<file path="src/design/emv_pkg.sv">
`timescale 1ns / 1ps
// ----------------------------------------------------------------------------
// emv_pkg: shared definitions for the encoder multi-turn velocity block
// Field widths, word formats and scaling constants used by the divider and the top level.
// ----------------------------------------------------------------------------
package emv_pkg;

    // default geometry
    localparam int ANGLE_BITS = 14;
    localparam int TURN_BITS  = 16;

    // fixed field widths
    localparam int SENSOR_W = 14;
    localparam int TIMER_W  = 24;
    localparam int POS_W    = 30;
    localparam int VEL_W    = 32;
    localparam int CLK_W    = 8;
    localparam int HZ_W     = 28;   // holds 255 MHz in Hz
    localparam int VMAG_W   = 31;   // velocity magnitude

    localparam logic [HZ_W-1:0]    HZ_PER_MHZ = 28'd1000000;
    localparam logic [HZ_W-1:0]    HZ_RESET   = 28'd72000000;
    localparam logic [TIMER_W-1:0] TIMER_MAX  = 24'hFFFFFF;
    localparam logic [VMAG_W-1:0]  VEL_MAX    = 31'h7FFFFFFF;
    localparam logic [9:0]         MS_SCALE   = 10'd1000;   // 1 ms fallback

    // input word
    typedef struct packed {
        logic [SENSOR_W-1:0] sensor_angle;
        logic [TIMER_W-1:0]  timer_value;
    } t_in_word;

    // result word
    typedef struct packed {
        logic signed [POS_W-1:0] position;
        logic signed [VEL_W-1:0] velocity;
    } t_out_word;

    // configuration word
    typedef struct packed {
        logic [CLK_W-1:0] clock_mhz;
    } t_cfg_word;

endpackage

</file>
<file path="src/design/emv_div.sv">
`timescale 1ns / 1ps
// ----------------------------------------------------------------------------
// emv_div: bit-serial restoring divider
// One quotient bit per cycle; the numerator shifts out MSB first while the
// quotient shifts in behind it. Pulses o_done when the quotient is ready.
// ----------------------------------------------------------------------------
module emv_div #(
    parameter int NUM_W = emv_pkg::ANGLE_BITS + emv_pkg::HZ_W
) (
    input  logic                        i_clk,
    input  logic                        i_rst_n,
    input  logic                        i_start,
    input  logic [NUM_W-1:0]            i_num,
    input  logic [emv_pkg::TIMER_W-1:0] i_den,
    output logic                        o_done,
    output logic [NUM_W-1:0]            o_quot
);
    localparam int DEN_W = emv_pkg::TIMER_W;
    localparam int CNT_W = $clog2(NUM_W + 1);

    logic             r_busy, n_busy;
    logic             r_done, n_done;
    logic [CNT_W-1:0] r_cnt,  n_cnt;
    logic [DEN_W-1:0] r_den,  n_den;
    logic [DEN_W-1:0] r_rem,  n_rem;
    logic [NUM_W-1:0] r_num,  n_num;

    logic [DEN_W:0]   shifted;
    logic [DEN_W:0]   trial;
    logic             q_bit;

    // one restoring step
    always_comb begin
        shifted = {r_rem, r_num[NUM_W-1]};
        trial   = shifted - {1'b0, r_den};
        q_bit   = (shifted >= {1'b0, r_den});
    end

    // step control
    always_comb begin
        n_busy = r_busy;
        n_done = 1'b0;
        n_cnt  = r_cnt;
        n_den  = r_den;
        n_rem  = r_rem;
        n_num  = r_num;
        if (i_start) begin
            n_busy = 1'b1;
            n_cnt  = CNT_W'(NUM_W);
            n_den  = i_den;
            n_rem  = '0;
            n_num  = i_num;
        end else if (r_busy) begin
            n_rem = q_bit ? trial[DEN_W-1:0] : shifted[DEN_W-1:0];
            n_num = {r_num[NUM_W-2:0], q_bit};
            n_cnt = r_cnt - CNT_W'(1);
            if (r_cnt == CNT_W'(1)) begin
                n_busy = 1'b0;
                n_done = 1'b1;
            end
        end
    end

    always_ff @(posedge i_clk) begin
        if (!i_rst_n) begin
            r_busy <= 1'b0;
            r_done <= 1'b0;
            r_cnt  <= '0;
        end else begin
            r_busy <= n_busy;
            r_done <= n_done;
            r_cnt  <= n_cnt;
        end
        r_den <= n_den;
        r_rem <= n_rem;
        r_num <= n_num;
    end

    assign o_done = r_done;
    assign o_quot = r_num;

endmodule

</file>
<file path="config.mk">
export PLATFORM = sky130hd
export DESIGN_NAME = emv_div
export DESIGN_NICKNAME = d
export VERILOG_FILES = /design/src/design/emv_pkg.sv /design/src/design/emv_div.sv
export SDC_FILE = /design/constraint.sdc
export NUM_CORES = 1
export LEC_CHECK = 0
export ABC_AREA = 1
export BUFFER_PORTS_ARGS = -buffer_cell sky130_fd_sc_hd__buf_2
export CORE_MARGIN = 8
export CORE_UTILIZATION = 56
export DETAILED_ROUTE_END_ITERATION = 6
export PLACE_DENSITY = 0.81
export SLEW_MARGIN = 10
export SYNTH_ARGS = -nofsm -noshare
export SYNTH_HDL_FRONTEND = slang
export SYNTH_SLANG_ARGS = --single-unit
</file>
<file path="constraint.sdc">
create_clock -name i_clk -period 2.65 [get_ports i_clk]
set_input_delay 0.1325 -clock i_clk [delete_from_list [all_inputs] [get_ports i_clk]]
set_output_delay 0.1325 -clock i_clk [all_outputs]
set_load 0.05 [all_outputs]
</file>
==> impl_metrics.tcl, run 1 <==
set metrics [dict create \
    status "complete, no violations" \
    netlist.area_leader.share 0.338 \
    grt_pass1_vias 5373 \
    power_density_nw_per_um2 508 \
    ir_drop_v 0.000386 \
    synth_area_um2 5870 \
    timing.rr.start "r_den[12]" \
    avgSynthCellArea_um2 7.28 \
    cts_tree "done" \
    crit_path_end_kind "flip-flop" \
    crit_type "flip-flop to flip-flop" \
    slew_violations 0 \
    cts_buffer_depth 2 \
    wire_per_inst_um 13.9 \
    ys_top_cells_by_area "edfxtp_1 (34%), nand2_1 (21%), dfxtp_1 (11%)" \
    grt_max_degree 51 \
    rsz0062_at_grt "false" \
    final_cells 1080 \
    routabilityCongestion 0.960 \
    syn_inst 806 \
    max_freq_mhz 420 \
    fp.dieW_um 118 \
    design_area_um2 7000 \
    synth_edf_count 66 \
    die_h_um 118 \
    clock_latency_ns 0.38 \
    grt_antenna_before_repair 0 \
    dieArea_um2 14000 \
    cts_resized 0 \
    ys_types 33 \
    hold_end "o_quot[15]" \
    leakage_nw 3.70 \
    skew_ns 0.0157 \
    drt-pass1-iter-count 5 \
    grt_pass1_wl_um 25100 \
    fin_setup_tns_ns 0 \
    htree_num_levels 3 \
    cap_viol_max_count 0 \
    yosysWarnings 0 \
    syn_to_final_growth_pct 19.4 \
    period_share 0.899 \
    start_util 0.573 \
    synth_seq_area_share 0.447 \
    hp-class "primary input to flip-flop" \
    arrival_ns 2.52 \
    hp-start "i_num[15]" \
    port-buffer-count 111 \
    place_area_um2 6560 \
    period_minus_slack_ns 2.38 \
    postCtsSetupRepairBufs 0 \
    regToRegSetupSlack_ns 0.27 \
    dp_cells 1040 \
    hpwl_um 11100 \
    ys.flop_type "edfxtp_1" \
    via_count 5473 \
    dr.first_iter.drc_count 343 \
    ys_ff_latch 98 \
    synthArstFlopShare 0 \
    rr_endpoint "o_quot[0]" \
    start_kind "flip-flop" \
    postLayoutSetupSlackWorst_ns 0.268 \
    whs_path_depth 3 \
    synth_nets 902 \
    place_ws_ns 0.310 \
    worst_pin_slew_ns 0.730 \
    drc_errors 0 \
    finalSetupViolCount 0 \
    worstPathRequired_ns 2.78 \
    path_clk_slew_ns 0.11 \
    relSlewSlack 0.513 \
    yosysTopAreaCell "edfxtp_1" \
    layout-drive-gt1-share 0.154 \
    antenna_left 0 \
    final_nets 1035 \
    viasPerCell 5.07 \
    cts.sinks 98 \
    cp_max_fo 25 \
    ioPinCount 112 \
    cts-root-buf "clkbuf_8" \
    rows 37 \
    grt.total_usage 0.217 \
    whs_ns 0.0100 \
    diodes 0 \
    core_um2 10200 \
    finalHoldViolations 0 \
    cts_inserted_buffers 9 \
    totalWireLength_um 15000 \
    grt_overflow_total 0 \
    r2r.worst_path.cells 12 \
]
[Yosys cell counts (2+ instances only)]
cell	count
o21bai_1	2
inv_1	145
xnor2_1	9
o21ai_0	6
nand2_2	2
edfxtp_1	66
nor3_1	5
ha_1	26
nor2_1	39
clkbuf_1	13
o21ai_1	6
buf_2	6
a21oi_1	12
nand3_1	60
buf_6	2
dfxtp_1	32
nand4_1	29
nor2_2	3
xor2_1	2
nand2_1	328
[sequential cells by signal (all words and copies together), names as in the netlist]
name / flops
o_done: 1
r_den: 24
r_rem: 24
r_busy: 1
o_quot: 42
r_cnt: 6
[cell type report]
class | instances | area [um^2]
Tap cell | 136 | 170
Multi-Input combinational cell | 541 | 2590
Timing Repair Buffer | 143 | 868
Clock buffer | 9 | 124
Inverter | 146 | 548
Sequential cell | 98 | 2620
Fill cell | 902 | 3230
Clock inverter | 7 | 76.3
[power breakdown]
group | internal [W] | leakage, nW | switching, W
logic | 0.000209 | 2.67 | 0.000514
registers | 0.00176 | 0.926 | 0.0000528
clock network | 0.000447 | 0.102 | 0.000575
total | 0.00241 | 3.70 | 0.00114
[per-stage QoR]
stage / power [W] / util
floorplan: 0.00233 / -
global placement: 0.00253 / 0.641
detailed placement: 0.00254 / 0.641
CTS: 0.00357 / 0.684
global route: 0.00370 / 0.684
finish: 0.00356 / 0.684
[routing by layer]
metal	track usage	share of wire
met5	0	0
met4	0.0729	0.020
met3	0.0585	0.082
met2	0.356	0.45
met1	0.272	0.45
[cells by family after synthesis]
logic type	count (synthesis)	share of synthesized area
XOR/XNOR	11	0.0164
buffers and inverters	167	0.111
flip-flops	98	0.447
adder cells (fa/ha/maj)	27	0.0589
AND/OR/NAND/NOR	472	0.336
AO/OA/AOI/OAI	31	0.0309
[layout by cell type (no fill, tap or decap), types with 12 or more instances in the layout]
cell	netlist	routed
nand2_1	328	328
inv_1	145	144
buf_2	6	111
edfxtp_1	66	66
nand3_1	60	60
nor2_1	39	39
dfxtp_1	32	32
nand4_1	29	29
ha_1	26	26
dlygate4sd3_1	0	24
a21oi_1	12	12
[worst max-delay path by stage]
stage,start,to,slack [ns]
2_1_floorplan,i_start,o_quot[0],0.24
3_3_place_gp,r_den[11],o_quot[0],0.35
3_5_place_dp,r_den[11],o_quot[0],0.31
4_1_cts,r_den[11],o_quot[0],0.31
5_1_grt,r_den[15],o_quot[0],0.1
6_report,r_den[12],o_quot[0],0.27
[what timing repair did]
| action | CTS | global route |
|---|---|---|
| hold buffers | 24 | 0 |
| endpoints found under the setup margin | 0 | 0 |
| hold endpoints to repair | 24 | 0 |
[critical path: stages (launching register included)]
cell and delay, ns:
edfxtp_1 0.34, inv_1 0.04, ha_1 0.35, nand2_1 0.15, inv_1 0.05, nand2_1 0.06, nand2_1 0.08, nand2_1 0.08
nand2_1 0.11, a21oi_4 0.32, nand3_4 0.35, nand2_1 0.15, nand2_1 0.05
(Power assumes the default switching activity.)
==> run 2: changes to the inputs <==
--- a/config.mk
+++ b/config.mk
@@ -5,12 +5,11 @@
 export SDC_FILE = /design/constraint.sdc
 export NUM_CORES = 1
 export LEC_CHECK = 0
-export ABC_AREA = 1
 export BUFFER_PORTS_ARGS = -buffer_cell sky130_fd_sc_hd__buf_2
 export CORE_MARGIN = 8
-export CORE_UTILIZATION = 56
+export CORE_UTILIZATION = 55
 export DETAILED_ROUTE_END_ITERATION = 6
-export PLACE_DENSITY = 0.81
+export PLACE_DENSITY = 0.8
 export SLEW_MARGIN = 10
 export SYNTH_ARGS = -nofsm -noshare
 export SYNTH_HDL_FRONTEND = slang
==> run 2 against run 1 <==
  * Synthesized cell count decreased by 38%
  * Sequential power increased by 3%
  * Via count decreased by 21%
  * Routed wire length decreased by 11%
  * Register-to-register slack got worse by 0.19 ns
  * Setup slack got worse by 0.19 ns
  * Utilization increased by 2.4 points
  * First-iteration DRC count decreased by 35%
  * Sequential cell count unchanged
  * Critical path type unchanged
  * Largest cell class is now multi-input combinational cells
==> impl_metrics.tcl, run 2 <==
set metrics [dict create \
    fp.dieW_um 115 \
    p_int_w 0.00273 \
    cp-startpoint "r_den[0]" \
    layout-drive-gt1-share 0.352 \
    wire_per_inst_um 16.8 \
    cts_inserted_buffers 9 \
    r2r.worst_path.cells 10 \
    totalWireLength_um 13300 \
    grt_pass1_vias 4419 \
    p_clk_frac 0.249 \
    power.switching_w 0.00143 \
    ys_ff_latch 98 \
    yosysWarnings 0 \
    ir_drop_v 0.000417 \
    cp_slowest_cell "fa_1" \
    grt_antenna_before_repair 0 \
    diodes 0 \
    status "complete, no violations" \
    antenna_left 0 \
    p_comb_frac 0.302 \
    regToRegSetupSlack_ns 0.08 \
    period_share 0.971 \
    grt_max_degree 43 \
    ys_top_cells_by_area "edfxtp_1 (37%), dfxtp_1 (12%), mux2_2 (8.6%)" \
    place_ws_ns 0.0352 \
    netlist_top_cells_count "edfxtp_1 (66), nor2_1 (45), nand2_1 (44), mux2_2 (41), inv_1 (35)" \
    dr.first_iter.drc_count 223 \
    finalHoldViolations 0 \
    path_clk_slew_ns 0.10 \
    crit_chain "ha_1 > fa_1 > nor2b_1 > o31a_1 > o21ai_2 > a21oi_2 > nor2_1 > o21ai_1 > mux2i_1 > a311oi_2" \
    n_fill_cell 747 \
    final_nets 745 \
    via_count 4346 \
    whs_ns 0.0113 \
    start_kind "flip-flop" \
    rsz0062_at_grt "true" \
    grt.total_usage 0.199 \
    ys.flop_type "edfxtp_1" \
    worst_pin_slew_ns 0.753 \
    crit_type "flip-flop to flip-flop" \
    synthArstFlopShare 0 \
    grt_pass1_wl_um 20800 \
    crit_end "r_rem[20]" \
    crit_path_end_kind "flip-flop" \
    rr_endpoint "r_rem[20]" \
    timing.rr.start "r_den[0]" \
    cp_max_fo 3 \
    worstPathRequired_ns 2.93 \
    synth_nets 597 \
    synth_edf_count 66 \
    drc_errors 0 \
    synth_area_um2 5390 \
    period_minus_slack_ns 2.57 \
    viasPerCell 5.52 \
    grt_overflow_total 0 \
    relSlewSlack 0.496 \
    max_freq_mhz 388 \
    crit_path_max_incr_delay_ns 0.41 \
    port-buffer-count 111 \
    dp_cells 743 \
    total_power_w 0.00415 \
    dieArea_um2 13200 \
    routabilityCongestion 0.902 \
    clock_latency_ns 0.40 \
    cap_viol_max_count 0 \
    synth.most_common_cell "edfxtp_1" \
    finalSetupViolCount 0 \
    rows 36 \
    die_h_um 115 \
    layout_common_cells "buf_2 (110), edfxtp_1 (66), nor2_1 (45), nand2_1 (44), mux2_2 (41)" \
    cts_buffer_depth 2 \
    leakage_nw 2.83 \
    drt-pass1-iter-count 4 \
    syn_inst 501 \
    cts-root-buf "clkbuf_8" \
    ys_types 65 \
    yosysTopAreaCell "edfxtp_1" \
    ioPinCount 112 \
    start_util 0.559 \
    core_um2 9640 \
    p_sw_frac 0.343 \
    hp-class "primary input to flip-flop" \
    fin_setup_tns_ns 0 \
    hpwl_um 9500 \
    slew_violations 0 \
    power_frac_seq 0.448 \
    avgSynthCellArea_um2 10.8 \
    synth_seq_area_share 0.487 \
    htree_num_levels 3 \
    arrival_ns 2.85 \
    skew_ns 0.00970 \
    final_cells 787 \
    postLayoutSetupSlackWorst_ns 0.0757 \
    final_common_cell "buf_2" \
    cts.sinks 98 \
    netlist.area_leader.share 0.368 \
    syn_to_final_growth_pct 26.8 \
    cts_tree "done" \
    power_density_nw_per_um2 608 \
    largest_reg_flops 42 \
]
## run 2: cell types whose count changed after synthesis, moves of 15 or more
| cell | previous run | this run |
|---|---|---|
| nand2_1 | 328 | 44 |
| inv_1 | 145 | 35 |
| nand3_1 | 60 | 9 |
| mux2_2 | 0 | 41 |
| nand4_1 | 29 | 4 |
| a21oi_1 | 12 | 27 |
## run 2: how the worst min path moves through the flow
stage / startpoint / end / slack [ns] / depth (start not counted)
3_5_place_dp: i_den[2] / r_den[2] / 0.31 / 1
6_report: i_rst_n / r_cnt[5] / 0.01 / 2
5_1_grt: i_rst_n / r_cnt[5] / 0.007 / 2
2_1_floorplan: i_den[0] / r_den[0] / 0.23 / 0
4_1_cts: i_rst_n / r_cnt[5] / 0.0009 / 2
3_3_place_gp: i_den[2] / r_den[2] / 0.31 / 1
## run 2: metrics by stage
step                area [um^2]  utilization
CTS                        6660        0.690
detailed placement         6190        0.642
finish                     6830        0.709
global route               6830        0.709
global placement           6190        0.642
floorplan                  5410            -
## run 2: what timing repair did
action	CTS	global route
buffers inserted	0	3
gates resized for setup	1	28
endpoints found under the hold margin	25	0
hold buffers	25	0
pin swaps	0	5
setup endpoints to repair	1	15
## run 2: metal layers
metal	vias to the layer above	wire (um)	track usage	share of wire
li1	2140	-	-	-
met1	2100	5330	0.221	0.40
met2	89	7150	0.354	0.54
met3	17	552	0.0609	0.042
met4	0	220	0.0639	0.017
met5	-	0	0	0
## run 2: cells by family after synthesis
logic type,synth area share
xor gates and xnor gates,0.0325
AOI/OAI and AO/OA,0.150
adders and majority gates,0.0641
muxes,0.0933
buffers and inverters,0.0462
DFF,0.487
and+or+nand+nor,0.127
## run 2: power groups by stage
stage / combinational [W] / sequential (W) / clock (W)
floorplan: 0.000616 / 0.00212 / 0
global placement: 0.00112 / 0.00189 / 0
detailed placement: 0.00115 / 0.00189 / 0
CTS: 0.00119 / 0.00186 / 0.00106
global route: 0.00135 / 0.00188 / 0.00111
finish: 0.00126 / 0.00186 / 0.00104
## run 2: cell type report
cell class                      instances  area [um^2]  area share
Sequential cell                        98         2620       0.384
Inverter                               35          131      0.0192
Multi-Input combinational cell        346         2690       0.394
Clock buffer                            9          124      0.0181
Timing Repair Buffer                  159         1010       0.147
Clock inverter                          7         90.1      0.0132
Tap cell                              133          166      0.0244
## run 2: worst max-delay path, delay by kind of cell (launching register included)
kind	cells	cell delay (ns)
compound gates	5	0.85
fa+ha+maj	2	0.65
flops	1	0.38
mux	1	0.25
simple gates	2	0.30
==> run 3: changes to the inputs <==
--- a/config.mk
+++ b/config.mk
@@ -10,6 +10,7 @@
 export CORE_UTILIZATION = 55
 export DETAILED_ROUTE_END_ITERATION = 6
 export PLACE_DENSITY = 0.8
+export RECOVER_POWER = 100
 export SLEW_MARGIN = 10
 export SYNTH_ARGS = -nofsm -noshare
 export SYNTH_HDL_FRONTEND = slang
==> run 3 against run 2 <==
  * The run now ends with capacitance limit, slew limit left
  * Hold slack gained 0.0049 ns
  * Sequential power is essentially flat
  * Via count grew 0.35%
  * Cell area shrank 0.86%
  * Register-to-register slack is essentially flat
  * Utilization shrank 0.61 points
  * First-iteration DRC count shrank 4.0%
  * Routed wire length is essentially flat
  * Global-route usage is the same
==> impl_metrics.tcl, run 3 (same netlist as run 2, synthesis figures left out) <==
set metrics [dict create \
    largest_reg_flops 42 \
    crit_path_end_kind "flip-flop" \
    die_h_um 115 \
    design_area_um2 6770 \
    viasPerCell 5.54 \
    regToRegSetupSlack_ns 0.06 \
    n_fill_cell 773 \
    dr.first_iter.drc_count 214 \
    rsz0062_at_grt "true" \
    antenna_left 0 \
    via_count 4361 \
    ir_drop_v 0.000417 \
    finalHoldViolations 0 \
    p_comb_frac 0.299 \
    period_minus_slack_ns 2.59 \
    status "finished with violations" \
    worstPathRequired_ns 2.92 \
    cts_tree "done" \
    cts.sinks 98 \
    grt_pass1_vias 4419 \
    diodes 0 \
    final_common_cell "buf_2" \
    skew_ns 0.0110 \
    dp_cells 743 \
    crit_chain "ha_1 > fa_1 > nor2b_1 > o31a_1 > o21ai_2 > a21oi_2 > nor2_1 > o21ai_1 > mux2i_1 > a311oi_2" \
    hpwl_um 9500 \
    cp-startpoint "r_den[0]" \
    grt_max_degree 43 \
    worst_pin_slew_ns 1.90 \
    p_clk_frac 0.250 \
    crit_type "flip-flop to flip-flop" \
    rows 36 \
    whs_path_depth 2 \
    htree_num_levels 3 \
    cts_inserted_buffers 9 \
    finalSetupViolCount 0 \
    routabilityCongestion 0.902 \
    max_freq_mhz 387 \
    grt_overflow_total 0 \
    layout-drive-gt1-share 0.281 \
    fp.dieW_um 115 \
    layout_common_cells "buf_2 (68), edfxtp_1 (66), nor2_1 (45), nand2_1 (44), clkbuf_1 (43)" \
    arrival_ns 2.86 \
    hold_end "r_cnt[5]" \
    utilization 0.703 \
    p_sw_frac 0.344 \
    hp-start "i_rst_n" \
    cp_slowest_cell "fa_1" \
    power.switching_w 0.00142 \
    grt_pass1_wl_um 20800 \
    hp-class "primary input to flip-flop" \
    final_cells 787 \
    ioPinCount 112 \
    period_share 0.976 \
    total_power_w 0.00413 \
    syn_to_final_growth_pct 25.7 \
    drt-pass1-iter-count 4 \
    clock_latency_ns 0.39 \
    grt.total_usage 0.199 \
    cp_max_fo 3 \
    path_clk_slew_ns 0.10 \
    drc_errors 0 \
    timing.rr.start "r_den[0]" \
    totalWireLength_um 13300 \
    power_density_nw_per_um2 610 \
    final-seq-area_um2 2620 \
    rr_endpoint "r_rem[20]" \
    dieArea_um2 13200 \
    p_int_w 0.00271 \
    start_kind "flip-flop" \
    crit_path_max_incr_delay_ns 0.41 \
    start_util 0.559 \
    power_frac_seq 0.451 \
    multi_input_comb_area_um2 2690 \
    cts_buffer_depth 2 \
    place_area_um2 6190 \
    r2r.worst_path.cells 10 \
    violations "capacitance limit, slew limit" \
    slew_violations 38 \
    whs_ns 0.0163 \
    final_nets 745 \
    relSlewSlack -0.264 \
    leakage_nw 2.71 \
    wire_per_inst_um 16.8 \
    grt_antenna_before_repair 0 \
    cap_viol_max_count 1 \
    core_um2 9640 \
    cts-root-buf "clkbuf_8" \
    port-buffer-count 111 \
]
==> run 3: cell count changes in the layout (fill, tap and decap cells not counted), sizes merged <==
| cell | change |
|---|---|
| buf | -44 |
| clkbuf | +44 |
==> run 3: area by class of cell <==
cell class,count,share of cell area
clock buffer,9,0.0183
timing repair buffer,159,0.140
tap,133,0.0246
sequential,98,0.387
clock inverter,7,0.0133
inverter,35,0.0194
multi-input combinational,346,0.397
==> run 3: routing by layer <==
| layer | GRT usage | up-vias | part of all wire |
|---|---|---|---|
| li1 | - | 2143 | - |
| met1 | 0.221 | 2105 | 0.40 |
| met2 | 0.354 | 93 | 0.53 |
| met3 | 0.0609 | 20 | 0.048 |
| met4 | 0.0639 | 0 | 0.015 |
| met5 | 0 | - | 0 |
==> run 3: worst max-delay path: cells and delay by family, from the launching register on <==
family / cells / cell delay [ns]
multiplexers: 1 / 0.25
flip-flops: 1 / 0.38
AO/OA/AOI/OAI: 5 / 0.86
AND/OR/NAND/NOR: 2 / 0.30
adder cells (fa/ha/maj): 2 / 0.65
==> run 3: how the worst max path moves through the flow <==
stage                endpoint  slack, ns  depth (start not counted)
floorplan           r_rem[10]     -0.002                         12
global placement    r_rem[21]       0.09                         10
detailed placement  r_rem[21]       0.04                         10
CTS                 r_rem[18]       0.03                         10
global route        r_rem[18]      -0.06                         11
finish              r_rem[20]       0.06                         10
==> run 3: power groups by stage <==
stage / logic, W / clock network, W / registers, W
final: 0.00124 / 0.00103 / 0.00186
after global routing: 0.00133 / 0.00111 / 0.00188
after detailed placement: 0.00115 / 0 / 0.00189
after floorplan: 0.000616 / 0 / 0.00212
after global placement: 0.00112 / 0 / 0.00189
after CTS: 0.00119 / 0.00106 / 0.00186
==> run 3: metrics by stage <==
step | setup WS [ns] | TNS [ns]
4_1_cts | 0.0284 | 0
2_1_floorplan | -0.00179 | -0.00179
3_3_place_gp | 0.0871 | 0
6_report | 0.0646 | 0
3_5_place_dp | 0.0352 | 0
5_1_grt | -0.0578 | -0.118
==> run 3: timing repair <==
action / 4_1_cts / 5_1_grt
hold buffers: 25 / 0
buffers inserted: 0 / 3
endpoints found under the setup margin: 1 / 15
endpoints found under the hold margin: 25 / 0
pin swaps: 0 / 5
resized for setup: 1 / 28
